--- src/rtl/dequ_pkg.sv ---
// ----------------------------------------------------------------------------
// dequ_pkg
// Shared types and constants for the double-ended queue unit.
// ----------------------------------------------------------------------------
package dequ_pkg;

    localparam int DEPTH_DEF     = 16;
    localparam int ITEM_BITS_DEF = 32;
    localparam int ACTION_W      = 3;
    localparam int STATUS_W      = 2;

    typedef enum logic [ACTION_W-1:0] {
        ACT_PUSH_R = 3'd0,
        ACT_POP_L  = 3'd1,
        ACT_POP_R  = 3'd2,
        ACT_PEEK_L = 3'd3,
        ACT_PEEK_R = 3'd4
    } t_action;

    typedef enum logic [STATUS_W-1:0] {
        ST_OK    = 2'd0,
        ST_EMPTY = 2'd1,
        ST_FULL  = 2'd2
    } t_status;

    // Per-cell control: take the push value, take the right neighbor's
    // value, or drive the stored value onto the read bus.
    typedef struct packed {
        logic load;
        logic shift;
        logic tap;
    } t_cell_ctrl;

endpackage

--- src/rtl/dequ_if.sv ---
// ----------------------------------------------------------------------------
// dequ_req_if / dequ_rsp_if
// Valid/ready channels for the queue requests and their results.
// ----------------------------------------------------------------------------
interface dequ_req_if #(
    parameter int ITEM_BITS = dequ_pkg::ITEM_BITS_DEF
);
    import dequ_pkg::*;

    logic                 valid;
    logic                 ready;
    logic [ACTION_W-1:0]  action;
    logic [ITEM_BITS-1:0] push_value;

    modport source (output valid, output action, output push_value, input ready);
    modport sink   (input valid, input action, input push_value, output ready);
endinterface

interface dequ_rsp_if #(
    parameter int ITEM_BITS = dequ_pkg::ITEM_BITS_DEF,
    parameter int CNT_W     = 5
);
    import dequ_pkg::*;

    logic                 valid;
    logic                 ready;
    logic [ITEM_BITS-1:0] item_value;
    logic [STATUS_W-1:0]  status;
    logic [CNT_W-1:0]     item_count;
    logic                 is_empty;

    modport source (output valid, output item_value, output status,
                    output item_count, output is_empty, input ready);
    modport sink   (input valid, input item_value, input status,
                    input item_count, input is_empty, output ready);
endinterface

--- src/rtl/double_ended_queue_unit.sv ---
// ----------------------------------------------------------------------------
// double_ended_queue_unit
// Bounded double-ended queue with push on the right and pop or peek at
// either end. Items sit left-aligned in a row of DEPTH cells: cell 0 holds
// the leftmost item, and a left pop moves every item one cell to the left.
// The unit takes one request per clock and returns its result in the next
// cycle from an output register; a new request is taken whenever that
// register is empty or being read in the same cycle. The cycle time is set
// by the right-end read, a one-hot select across all cells. A pop or peek
// on an empty queue returns status empty, a push on a full queue returns
// status full, and neither changes the contents. Action codes 5 to 7 do
// nothing and report the current count. No clearing pass follows reset.
// ----------------------------------------------------------------------------
module double_ended_queue_unit #(
    parameter int DEPTH     = dequ_pkg::DEPTH_DEF,
    parameter int ITEM_BITS = dequ_pkg::ITEM_BITS_DEF,
    parameter int CNT_W     = $clog2(DEPTH + 1)
) (
    input  logic       i_clk,
    input  logic       i_rst_n,
    dequ_req_if.sink   i_req,
    dequ_rsp_if.source o_rsp
);
    import dequ_pkg::*;

    localparam logic [CNT_W-1:0] FULL_CNT = CNT_W'(DEPTH);

    logic                 r_out_valid;
    logic [ITEM_BITS-1:0] r_item_value;
    logic [STATUS_W-1:0]  r_status;
    logic [CNT_W-1:0]     r_item_count;
    logic                 r_is_empty;
    logic [CNT_W-1:0]     r_count;
    logic [CNT_W-1:0]     n_count;

    logic                 w_accept;
    logic                 w_push_ok;
    logic                 w_pop_left;
    logic                 w_rd_left;
    logic                 w_rd_right;
    t_status              w_status;
    logic [CNT_W-1:0]     w_last_idx;
    logic [ITEM_BITS-1:0] w_rd_data;

    logic [ITEM_BITS-1:0] w_cell_data [DEPTH];
    logic [ITEM_BITS-1:0] w_cell_tap  [DEPTH];
    t_cell_ctrl           w_ctrl      [DEPTH];

    assign i_req.ready = !r_out_valid || o_rsp.ready;
    assign w_accept    = i_req.valid && i_req.ready;
    assign w_last_idx  = r_count - 1'b1;

    // Decode the request against the current fill level.
    always_comb begin
        w_push_ok  = 1'b0;
        w_pop_left = 1'b0;
        w_rd_left  = 1'b0;
        w_rd_right = 1'b0;
        w_status   = ST_OK;
        n_count    = r_count;
        case (t_action'(i_req.action))
            ACT_PUSH_R: begin
                if (r_count == FULL_CNT) begin
                    w_status = ST_FULL;
                end else begin
                    w_push_ok = 1'b1;
                    n_count   = r_count + 1'b1;
                end
            end
            ACT_POP_L, ACT_PEEK_L: begin
                if (r_count == '0) begin
                    w_status = ST_EMPTY;
                end else begin
                    w_rd_left = 1'b1;
                    if (t_action'(i_req.action) == ACT_POP_L) begin
                        w_pop_left = 1'b1;
                        n_count    = r_count - 1'b1;
                    end
                end
            end
            ACT_POP_R, ACT_PEEK_R: begin
                if (r_count == '0) begin
                    w_status = ST_EMPTY;
                end else begin
                    w_rd_right = 1'b1;
                    if (t_action'(i_req.action) == ACT_POP_R) begin
                        n_count = r_count - 1'b1;
                    end
                end
            end
            default: begin
                w_status = ST_OK;
            end
        endcase
    end

    for (genvar i = 0; i < DEPTH; i++) begin : g_cell
        localparam logic [CNT_W-1:0] IDX = CNT_W'(i);

        always_comb begin
            w_ctrl[i].load  = w_accept && w_push_ok && (r_count == IDX);
            w_ctrl[i].shift = w_accept && w_pop_left;
            w_ctrl[i].tap   = (w_rd_left && (IDX == '0)) ||
                              (w_rd_right && (IDX == w_last_idx));
        end

        if (i < DEPTH - 1) begin : g_mid
            dequ_cell #(.ITEM_BITS(ITEM_BITS)) u_cell (
                .i_clk        (i_clk),
                .i_ctrl       (w_ctrl[i]),
                .i_push_value (i_req.push_value),
                .i_neighbor   (w_cell_data[i+1]),
                .o_data       (w_cell_data[i]),
                .o_tap        (w_cell_tap[i])
            );
        end else begin : g_end
            dequ_cell #(.ITEM_BITS(ITEM_BITS)) u_cell (
                .i_clk        (i_clk),
                .i_ctrl       (w_ctrl[i]),
                .i_push_value (i_req.push_value),
                .i_neighbor   ({ITEM_BITS{1'b0}}),
                .o_data       (w_cell_data[i]),
                .o_tap        (w_cell_tap[i])
            );
        end
    end

    // At most one cell drives its tap, so OR the taps together.
    always_comb begin
        w_rd_data = '0;
        for (int k = 0; k < DEPTH; k++) begin
            w_rd_data = w_rd_data | w_cell_tap[k];
        end
    end

    always_ff @(posedge i_clk) begin
        if (!i_rst_n) begin
            r_out_valid <= 1'b0;
            r_count     <= '0;
        end else begin
            if (w_accept) begin
                r_out_valid <= 1'b1;
                r_count     <= n_count;
            end else if (o_rsp.ready) begin
                r_out_valid <= 1'b0;
            end
        end
    end

    always_ff @(posedge i_clk) begin
        if (w_accept) begin
            r_item_value <= w_rd_data;
            r_status     <= w_status;
            r_item_count <= n_count;
            r_is_empty   <= (n_count == '0);
        end
    end

    assign o_rsp.valid      = r_out_valid;
    assign o_rsp.item_value = r_item_value;
    assign o_rsp.status     = r_status;
    assign o_rsp.item_count = r_item_count;
    assign o_rsp.is_empty   = r_is_empty;

endmodule

--- src/rtl/dequ_cell.sv ---
// ----------------------------------------------------------------------------
// dequ_cell
// One storage cell of the queue chain. Holds one item, loads a pushed item,
// takes its right neighbor's item on a left pop, and drives the read bus.
// ----------------------------------------------------------------------------
module dequ_cell #(
    parameter int ITEM_BITS = dequ_pkg::ITEM_BITS_DEF
) (
    input  logic                 i_clk,
    input  dequ_pkg::t_cell_ctrl i_ctrl,
    input  logic [ITEM_BITS-1:0] i_push_value,
    input  logic [ITEM_BITS-1:0] i_neighbor,
    output logic [ITEM_BITS-1:0] o_data,
    output logic [ITEM_BITS-1:0] o_tap
);
    import dequ_pkg::*;

    logic [ITEM_BITS-1:0] r_data;
    logic [ITEM_BITS-1:0] n_data;

    always_comb begin
        n_data = r_data;
        if (i_ctrl.load) begin
            n_data = i_push_value;
        end else if (i_ctrl.shift) begin
            n_data = i_neighbor;
        end
    end

    always_ff @(posedge i_clk) begin
        r_data <= n_data;
    end

    assign o_data = r_data;
    assign o_tap  = i_ctrl.tap ? r_data : '0;

endmodule

--- src/flat_wrapper.sv ---
// flat-port wrapper written by rule: the top's interface ports become plain ports
module double_ended_queue_unit_flat import dequ_pkg::*;
#(
    parameter int DEPTH     = dequ_pkg::DEPTH_DEF,
    parameter int ITEM_BITS = dequ_pkg::ITEM_BITS_DEF,
    parameter int CNT_W     = $clog2(DEPTH + 1)
)
  (i_clk, i_rst_n, i_req_valid, i_req_action, i_req_push_value, i_req_ready, o_rsp_valid, o_rsp_item_value, o_rsp_status, o_rsp_item_count, o_rsp_is_empty, o_rsp_ready);
  dequ_req_if #(.ITEM_BITS(ITEM_BITS)) i_req_i ();
  dequ_rsp_if #(.ITEM_BITS(ITEM_BITS), .CNT_W(CNT_W)) o_rsp_i ();
  input  logic i_clk;
  input  logic i_rst_n;
  input wire logic [$bits(i_req_i.valid)-1:0] i_req_valid;
  input wire logic [$bits(i_req_i.action)-1:0] i_req_action;
  input wire logic [$bits(i_req_i.push_value)-1:0] i_req_push_value;
  output wire logic [$bits(i_req_i.ready)-1:0] i_req_ready;
  output wire logic [$bits(o_rsp_i.valid)-1:0] o_rsp_valid;
  output wire logic [$bits(o_rsp_i.item_value)-1:0] o_rsp_item_value;
  output wire logic [$bits(o_rsp_i.status)-1:0] o_rsp_status;
  output wire logic [$bits(o_rsp_i.item_count)-1:0] o_rsp_item_count;
  output wire logic [$bits(o_rsp_i.is_empty)-1:0] o_rsp_is_empty;
  input wire logic [$bits(o_rsp_i.ready)-1:0] o_rsp_ready;
  assign i_req_i.valid = i_req_valid;
  assign i_req_i.action = i_req_action;
  assign i_req_i.push_value = i_req_push_value;
  assign i_req_ready = i_req_i.ready;
  assign o_rsp_valid = o_rsp_i.valid;
  assign o_rsp_item_value = o_rsp_i.item_value;
  assign o_rsp_status = o_rsp_i.status;
  assign o_rsp_item_count = o_rsp_i.item_count;
  assign o_rsp_is_empty = o_rsp_i.is_empty;
  assign o_rsp_i.ready = o_rsp_ready;
  double_ended_queue_unit #(.DEPTH(DEPTH), .ITEM_BITS(ITEM_BITS), .CNT_W(CNT_W)) u_core (.i_clk(i_clk), .i_rst_n(i_rst_n), .i_req(i_req_i), .o_rsp(o_rsp_i));
endmodule
--- config.mk ---
export PLATFORM = sky130hd
export DESIGN_NAME = double_ended_queue_unit_flat
export DESIGN_NICKNAME = d
export VERILOG_FILES = /design/src/rtl/dequ_pkg.sv /design/src/rtl/dequ_if.sv /design/src/rtl/double_ended_queue_unit.sv /design/src/rtl/dequ_cell.sv /design/src/flat_wrapper.sv
export SDC_FILE = /design/constraint.sdc
export NUM_CORES = 1
export LEC_CHECK = 0
export ABC_CLOCK_PERIOD_IN_PS = 8000
export BUFFER_PORTS_ARGS = -buffer_cell sky130_fd_sc_hd__buf_2
export CORE_MARGIN = 5
export CORE_UTILIZATION = 48
export DETAILED_ROUTE_END_ITERATION = 8
export PLACE_DENSITY = 0.69
export SLEW_MARGIN = 10
export SYNTH_ARGS = -nofsm -noshare
export SYNTH_HDL_FRONTEND = slang
export SYNTH_SLANG_ARGS = --single-unit
export TNS_END_PERCENT = 100
--- constraint.sdc ---
create_clock -name i_clk -period 8 [get_ports i_clk]
set_input_delay 0.8 -clock i_clk [delete_from_list [all_inputs] [get_ports i_clk]]
set_output_delay 0.8 -clock i_clk [all_outputs]
set_load 0.01 [all_outputs]
### Word level (Yosys, flattened, before mapping)

Index checks and enable logic that the tools add are counted.

* $add $sub $neg: 2
* eq/ne operators: 35
* multiplexer cells: 67
* bitwise operators: 15
* reduce and logical (&&, ||, !) cells: 62

Operators by type and width (number)
* $mux W32: 48
* $or A32 B32 Y32: 15
* $eq A4 B5 Y1 const A: 8
* $eq A5 B4 Y1 const B: 8
* $logic_and A1 B1 Y1: 35
* $reduce_bool A2 Y1: 17
* $mux W5: 5
* $eq A3 B5 Y1 const A: 4
* $eq A5 B3 Y1 const B: 4
* $logic_not A5 Y1: 3
* $pmux W5 S3: 1
* $mux W1: 11
* $eq A2 B5 Y1 const A: 2
* $eq A5 B2 Y1 const B: 2
* $eq A3 B2 Y1 const B: 2
* $add A5 B1 Y5 const B: 1
* $eq A1 B5 Y1 const A: 1
* $eq A5 B1 Y1 const B: 1
* $eq A5 B5 Y1 const B: 1
* $sub A5 B1 Y5 const B: 1
* $pmux W2 S2: 1
* $reduce_or A2 Y1: 2
* $reduce_or A4 Y1: 1
* $eq A3 B1 Y1 const B: 1
* other kinds (5): 6

* flip-flop bits (word level): 558
* bits of input ports: 39
* output and inout port bits: 42
* word-level logic and storage cells: 203

### Logic depth before layout (Yosys ltp)

Gate-level depths: netlist (run 1).

* depth in word-level cells: 21
* depth in mapped cells: 13
* mapped depth without buffers: 8

### Modules after synthesis

From an unflattened synthesis (run 1), not the netlist that was laid out.

* cell total of the unflattened synthesis: 2021
* area, all modules: 30725.7 sq um

By module, submodules not included
* dequ_cell: times used 16, cells an instance 104, area an instance 1719.1 sq um, sequential area each 960.9 sq um
* double_ended_queue_unit: times used 1, cells an instance 357, area an instance 3219.3 sq um, sequential area each 1321.3 sq um

### Worst setup path before layout (run 1)

OpenSTA, ideal clock, no wires.

* kind: in2reg
* start: input i_req_action[0]
* end: register u_core.g_cell[4].g_mid.u_cell.r_data[0] (enable)
* library setup time: 466 ps
* arrival time: 4161 ps
* required time: 7534 ps
* slack: 3373 ps
* cell stages on the path: 6
* buffers on the path: 2
* path through: clkbuf_1 or3_1 clkbuf_1 nor2_2 nand2_1 o21ai_0

* cells in the longest elaborated chain, start to end: 6
* elaborated cells between the ends (all ways): 12
* those cells by class: eq/ne (2); mux (4); reduce/logical (6)

RTL lines
* start: declaration: RTL line flat_wrapper.sv:14 `input wire logic [$bits(i_req_i.action)-1:0] i_req_action;`
* $eq A3 B1 Y1: RTL line double_ended_queue_unit.sv:61, double_ended_queue_unit.sv:75
* $mux W1: RTL line double_ended_queue_unit.sv:75 `if (t_action'(i_req.action) == ACT_POP_L) begin`
* $mux W1: RTL line double_ended_queue_unit.sv:71 `if (r_count == '0) begin`
* $mux W1: RTL line double_ended_queue_unit.sv:61 `case (t_action'(i_req.action))`
* $logic_and A1 B1 Y1: RTL line double_ended_queue_unit.sv:102 `w_ctrl[i].shift = w_accept && w_pop_left;`
* $reduce_bool A2 Y1 (no line) (*)
* end signal: assignment: RTL line dequ_cell.sv:31 `r_data <= n_data;`
* end: declaration: RTL line dequ_cell.sv:18 `logic [ITEM_BITS-1:0] r_data;`

Mark *: on every way between the ends. The rest lies on a longest branch, timed or not.
A chain may end at the register's enable or synchronous reset.

### Final worst setup path (run 1)

* start: register u_core.r_count[0]
* end: register u_core.r_item_value[27] (netlist: u_core.o_rsp.item_value[27]), data pin

* cells in the longest elaborated chain, start to end: 21
* elaborated cells between the ends (all ways): 69
* those cells by class: add/sub (1); eq/ne (15); mux (19); bitwise (15); reduce/logical (19)

RTL lines
* start: declaration: RTL line double_ended_queue_unit.sv:33 `logic [CNT_W-1:0] r_count;`
* start signal: assignment: RTL line double_ended_queue_unit.sv:143 `r_count <= n_count;`
* parallel branches: the longest is 20 deep, another holds $sub A5 B1 Y5
* $or A32 B32 Y32 (*): RTL line double_ended_queue_unit.sv:132 `w_rd_data = w_rd_data | w_cell_tap[k];`
* net u_core.w_rd_data[27]: RTL line double_ended_queue_unit.sv:43 `logic [ITEM_BITS-1:0] w_rd_data;`
* end signal: assignment: RTL line double_ended_queue_unit.sv:152 `r_item_value <= w_rd_data;`
* end: declaration: RTL line double_ended_queue_unit.sv:29 `logic [ITEM_BITS-1:0] r_item_value;`

Mark *: on every way through the listed nets, which the timed path passes.

==> metrics, run 1 <==
status=complete, no violations; Port Buffers=80; Wirelength per Cell=34.8 µm; DP Worst Slack=3440 ps; Starting Density=48.3%; post-route ant nets=0; DR pass1 iterations=8; setup violators final=0; Post-Syn Instances=1,928; Die W=251 µm; synth top area cells=edfxtp_1 60%, mux2_2 16%, mux2_1 3.4%, a22oi_1 2.5%, a222oi_1 1.4%; required time of the critical path=8490 ps; Avg Inst Size Synth=14.4 µm²; clock transition at the registers of the reported paths=60 ps; initial antenna violation count=4; Critical Path, Cell by Cell=inv_1 -> ha_2 -> buf_4 -> nor2_1 -> a32o_1 -> buf_4 -> nand4_1 -> o2bb2ai_1 -> a311oi_1 -> or4b_1; CP Class=register to register; Clock Power Share=39.7%; Bufs on Longest Clock Path=3; later-pin clock latency in the skew report=630 ps; crit-path max cell delay=1000 ps; cell taking the most area after synthesis=edfxtp_1; clk_skew=15.3 ps; total net switching power=1.71 mW; Final Cycle Share=59.5%; critical path's most frequent cell=buf_4; die area=62,800 µm²; GRT overflow=0; Mapped Area=27,800 µm²; first-pass GRT wire length=137,000 µm; Yosys cell types=75; CTS resizes=0; Synth top area share=59.6%; Synth Flop Type=edfxtp_1; Max Clock Freq=210 MHz; Hold Crit Class=primary input to register; Slew Limit Headroom=12.7%; Bufs and invs on worst path=3; crit path max-delay cell type=nand4_1; CP Max Fanout=34; number of synthesized flops with an enable pin=552; Remaining DRCs=0; detailed placement HPWL=55,800 µm; Total Nets Final=2,004; Pleak=9.98 nW; CP endpoint kind=register; area growth from synthesis to layout=11.8%; Yosys reg bits=558; IO Count=81; worst vdd ir=0.000180 V; Die Span Y=251 µm; core area=57,600 µm²; Period minus WS final=4760 ps; Startpoint Class=register; vias in the first global route=19,217; Int Pwr=5.01 mW; final number of hold-violating endpoints=0; Synth async-reset ratio=0%; Routability Congestion=0.937; RSZ-0062 raised after global routing=false; final worst slack=3240 ps; hold buffers post-CTS=0; Rows=88; H-tree depth=2; Seq pwr share=49.2%; Via-to-Cell Ratio=7.12; # Max-Cap Violations=0; critical path's top delay family=simple AND/OR/NAND/NOR gates; power per cell area=216 nW/µm²; setup bufs post-CTS=0; share of cells above drive strength 1=33.9%; Worst Path Arrival=5250 ps; Seq/Total Area, Yosys=60.0%; clock sink count=558; Switching Share=25.5%; synth warn=0; via count=19,674; Post-Syn Nets=1,974; root buf cell=clkbuf_16; initial drt markers=3,124; CTS Buf Count=59; Worst Max-Slew Pin Slew=1300 ps; largest net degree at the start of global routing=61; final WL=96,200 µm; CTS tree=built; Logic pwr share=11.0%; gr usage total=29.4%; setup total negative slack=0 ps; Slew Limit Fails=0
-- layout make-up --
class | instances | area, µm²
fillers | 4676 | 26500
diodes | 1 | 2.50
clock inverters | 29 | 275
multi-input cells | 1190 | 10700
clock buffers | 72 | 1550
flip-flops and latches | 558 | 16700
inverters | 12 | 45.0
well taps | 765 | 957
repair buffers | 137 | 828
-- layer usage --
layer / up-vias / GRT usage [%] / share of wire (%)
met5: - / 0 / 0
li1: 7850 / - / -
met3: 321 / 6.94 / 12
met2: 1625 / 45.2 / 45
met4: 0 / 12.5 / 5.4
met1: 9878 / 40.2 / 38
-- worst min-delay path: cells and delay by family --
kind | cells | cell delay [ps]
buffers and inverters | 2 | 150
AOI/OAI and AO/OA | 1 | 70
-- final timing paths --
kind | from | to | slack, ps | depth (start not counted)
hold reg to reg | u_core.o_rsp.valid | u_core.o_rsp.valid | 560 | 2
hold / removal | i_req_valid | u_core.o_rsp.valid | 450 | 3
setup reg to reg | u_core.r_count[0] | u_core.o_rsp.item_value[27] | 3240 | 10
setup / recovery | u_core.r_count[0] | u_core.o_rsp.item_value[27] | 3240 | 10
-- per-stage QoR --
stage	cell area [µm²]	cells	total power, mW	util, %	hold WS (ps)
3_3_place_gp	29300	2662	4.07	50.8	509
2_1_floorplan	27800	1928	3.77	-	514
6_report	31100	2764	6.72	54.0	449
5_1_grt	31100	2764	6.88	54.0	463
4_1_cts	31100	2763	6.71	54.0	434
3_5_place_dp	29300	2662	4.08	50.8	547
-- synth_stat cells (6+ instances only) --
cell / count
mux2_1: 84
nor4_1: 9
a222oi_1: 39
buf_2: 66
nand3_1: 35
a21oi_1: 32
a22oi_1: 92
nor2_1: 51
mux2_2: 398
dfxtp_1: 6
a32o_1: 9
and2_1: 43
a221oi_1: 21
ha_1: 7
edfxtp_1: 552
o21ai_0: 30
o22ai_1: 30
nand4_1: 11
or3_1: 6
o2bb2ai_1: 19
nor3_1: 19
nand2b_1: 6
clkbuf_1: 91
a221o_1: 8
o211ai_1: 12
a22o_1: 22
inv_1: 10
buf_1: 8
and3_1: 16
a32oi_1: 12
mux2i_1: 17
o21ai_1: 7
nand2_1: 62
-- cells by family after synthesis --
group	after synthesis	share of synthesized area (%)
compound gates	394	11.1
xor+xnor	6	0.189
fa+ha+maj	7	0.315
buf+inv	180	2.79
flops	558	60.0
mux	499	20.1
simple gates	284	5.45
-- sequential cells by signal (all words and copies together) (netlist names) --
signal	count
u_core.o_rsp.is_empty	1
u_core.g_cell.g_mid.u_cell.o_data	480
u_core.r_count	5
u_core.o_rsp.item_value	32
u_core.o_rsp.status	2
u_core.o_rsp.valid	1
u_core.o_rsp.item_count	5
u_core.g_cell.g_end.u_cell.o_data	32
-- power by group through the flow --
stage | clock [mW] | sequential (mW) | combinational (mW)
floorplan | 0 | 3.36 | 0.409
global placement | 0 | 3.37 | 0.702
detailed placement | 0 | 3.37 | 0.713
CTS | 2.68 | 3.31 | 0.715
global route | 2.81 | 3.31 | 0.762
finish | 2.67 | 3.31 | 0.740
-- layout by cell type (no fill, tap or decap), types with 31 or more instances in the layout --
| cell type | n |
|---|---|
| edfxtp_1 | 552 |
| a22oi_1 | 92 |
| mux2_2 | 398 |
| nor2_1 | 36 |
| nand2_1 | 61 |
| buf_2 | 80 |
| clkbuf_16 | 60 |
| a21oi_1 | 31 |
| buf_4 | 57 |
| and2_1 | 43 |
| a222oi_1 | 39 |
| nand3_1 | 34 |
| mux2_1 | 84 |
Power figures use the tool's default switching activity.
==> inputs of run 2 (changes only) <==
Settings changed: ABC_CLOCK_PERIOD_IN_PS 8000 to 3850, PLACE_DENSITY 0.69 to 0.72.
Clock period 8 ns to 3.85 ns, I/O delays scaled along.
==> run 2 against run 1 <==
Effect of this change: critical path depth down 1; wire length decreased by 0.24%; via count is 2.3% higher.
==> metrics, run 2 (same netlist as run 1, synthesis figures left out) <==
status=complete, no violations (unchanged); Bufs on Longest Clock Path=3 (unchanged); WHS Endpoint=u_core.o_rsp.valid (unchanged); Switching Share=25.7% (was 25.5%); initial drt markers=3,518 (was 3,124); first-pass GRT wire length=137,000 µm (about the same); GRT overflow=0 (unchanged); CTS Buf Count=57 (was 59); CP endpoint kind=register (unchanged); Logic pwr share=11.6% (was 11.0%); Int Pwr=10.4 mW (was 5.01 mW); crit path max-delay cell type=nand3_1 (was nand4_1); clk_skew=16.3 ps (was 15.3 ps); fillers=4,584 (was 4,676); Total Nets Final=2,066 (was 2,004); setup total negative slack=0 ps (unchanged); Starting Density=48.3% (unchanged); power per cell area=441 nW/µm² (was 216 nW/µm²); IO Count=81 (unchanged); Cell Area, Placed=29,900 µm² (was 29,300 µm²); Worst Path Arrival=4060 ps (was 5250 ps); Period minus WS final=3600 ps (was 4760 ps); via count=20,124 (was 19,674); required time of the critical path=4310 ps (was 8490 ps); CP Max Fanout=23 (was 34); Slew Limit Headroom=14.4% (was 12.7%); hold buffers post-CTS=0 (unchanged); DP Worst Slack=410 ps (was 3440 ps); RR Endpoint=u_core.o_rsp.item_value[20] (was u_core.o_rsp.item_value[27]); critical path's most frequent cell=buf_4 (unchanged); largest net degree at the start of global routing=45 (was 61); CP Class=register to register (unchanged); FF-to-FF Start=u_core.r_count[0] (unchanged); commonest non-fill, non-tap cell in the layout=edfxtp_1 (unchanged); max FFs per register=480 (unchanged); worst reg2reg setup slack=250 ps (was 3240 ps); gr usage total=29.3% (was 29.4%); share of cells above drive strength 1=35.9% (was 33.9%); hold depth=3 (unchanged); final WL=96,000 µm (was 96,200 µm); DR pass1 iterations=8 (unchanged); Startpoint Class=register (unchanged); worst reg-to-reg path cell count=9 (was 10); post-layout util=55.1% (was 54.0%); area growth from synthesis to layout=14.0% (was 11.8%); Max Clock Freq=278 MHz (was 210 MHz); final worst slack=247 ps (was 3240 ps); root buf cell=clkbuf_16 (unchanged); # Max-Cap Violations=0 (unchanged); Port Buffers=80 (unchanged); later-pin clock latency in the skew report=620 ps (was 630 ps); Final Cycle Share=93.6% (was 59.5%); CTS tree=built (unchanged); Hold Crit Class=primary input to register (unchanged); setup violators final=0 (unchanged); hold path startpoint=i_req_valid (unchanged); Wirelength per Cell=33.9 µm (was 34.8 µm); Die Span Y=251 µm (unchanged); H-tree depth=2 (unchanged); clock sink count=558 (unchanged); vias in the first global route=19,731 (was 19,217); crit-path max cell delay=690 ps (was 1000 ps); clock transition at the registers of the reported paths=70 ps (was 60 ps); setup bufs post-CTS=0 (unchanged); total net switching power=3.60 mW (was 1.71 mW); final instance area=31,700 µm² (was 31,100 µm²); CTS resizes=0 (unchanged); Seq pwr share=49.1% (was 49.2%); detailed placement HPWL=58,600 µm (was 55,800 µm); Remaining DRCs=0 (unchanged); Die W=251 µm (unchanged); Critical Path, Cell by Cell=inv_1 -> ha_2 -> buf_4 -> or3b_1 -> nand2_1 -> nand3_1 -> buf_4 -> buf_4 -> o211ai_1 (was inv_1 -> ha_2 -> buf_4 -> nor2_1 -> a32o_1 -> buf_4 -> nand4_1 -> o2bb2ai_1 -> a311oi_1 -> or4b_1); Routability Congestion=0.941 (was 0.937); initial antenna violation count=3 (was 4); Worst Max-Slew Pin Slew=1280 ps (was 1300 ps); Slew Limit Fails=0 (unchanged); Via-to-Cell Ratio=7.11 (was 7.12); Pleak=10.3 nW (was 9.98 nW); die area=62,800 µm² (unchanged); most frequent cells in the layout=552 x edfxtp_1, 398 x mux2_2, 106 x buf_4, 92 x a22oi_1, 84 x mux2_1 (was 552 x edfxtp_1, 398 x mux2_2, 92 x a22oi_1, 84 x mux2_1, 80 x buf_2); core area=57,600 µm² (unchanged); RSZ-0062 raised after global routing=false (unchanged); Rows=88 (unchanged); worst vdd ir=0.000331 V (was 0.000180 V); hold_ws=31.1 ps (was 449 ps); post-route ant nets=0 (unchanged); final number of hold-violating endpoints=0 (unchanged); Clock Power Share=39.3% (was 39.7%)
==> run 2: cell type report <==
class	count	area, µm²	share of cell area [%]
Multi-Input combinational cell	1190	10700	33.8
Clock inverter	31	288	0.908
Sequential cell	558	16700	52.7
Tap cell	765	957	3.02
Clock buffer	71	1500	4.73
Inverter	12	45.0	0.142
Antenna cell	1	2.50	0.00789
Timing Repair Buffer	201	1500	4.74
==> run 2: worst max path at each step <==
stage | start | to | slack [ps] | cells after the start
global placement | u_core.r_count[0] | u_core.o_rsp.item_value[20] | 490 | 9
CTS | u_core.r_count[0] | u_core.o_rsp.item_value[20] | 390 | 9
finish | u_core.r_count[0] | u_core.o_rsp.item_value[20] | 250 | 9
global route | u_core.r_count[0] | u_core.o_rsp.item_value[26] | 200 | 10
floorplan | i_req_action[0] | u_core.g_cell[4].g_mid.u_cell.o_data[0] | -360 | 6
detailed placement | u_core.r_count[0] | u_core.o_rsp.item_value[6] | 410 | 9
==> run 2: critical path, delay by kind of cell, from the launching register on <==
kind,cells,cell delay [ps]
and+or+nand+nor,3,1220
DFF,1,320
AOI/OAI and AO/OA,1,170
adders and majority gates,1,470
buffers and inverters,4,1230
==> run 2: stage by stage <==
stage | instances | total power [mW]
after floorplan | 1928 | 7.84
after global placement | 2725 | 8.53
after detailed placement | 2725 | 8.55
after CTS | 2827 | 14.0
after global routing | 2829 | 14.3
final | 2829 | 14.0
==> run 2: power by group through the flow <==
stage / registers [mW] / logic (mW) / clock network, mW
finish: 6.87 / 1.62 / 5.50
global route: 6.88 / 1.67 / 5.77
detailed placement: 7.00 / 1.55 / 0
CTS: 6.87 / 1.56 / 5.52
global placement: 7.00 / 1.54 / 0
floorplan: 6.99 / 0.852 / 0
==> run 2: layer usage <==
layer | up-vias | part of all wire, % | track usage, %
li1 | 7981 | - | -
met1 | 9974 | 37 | 39.5
met2 | 1806 | 44 | 44.5
met3 | 359 | 14 | 8.58
met4 | 4 | 5.3 | 12.6
met5 | - | 0.019 | 0
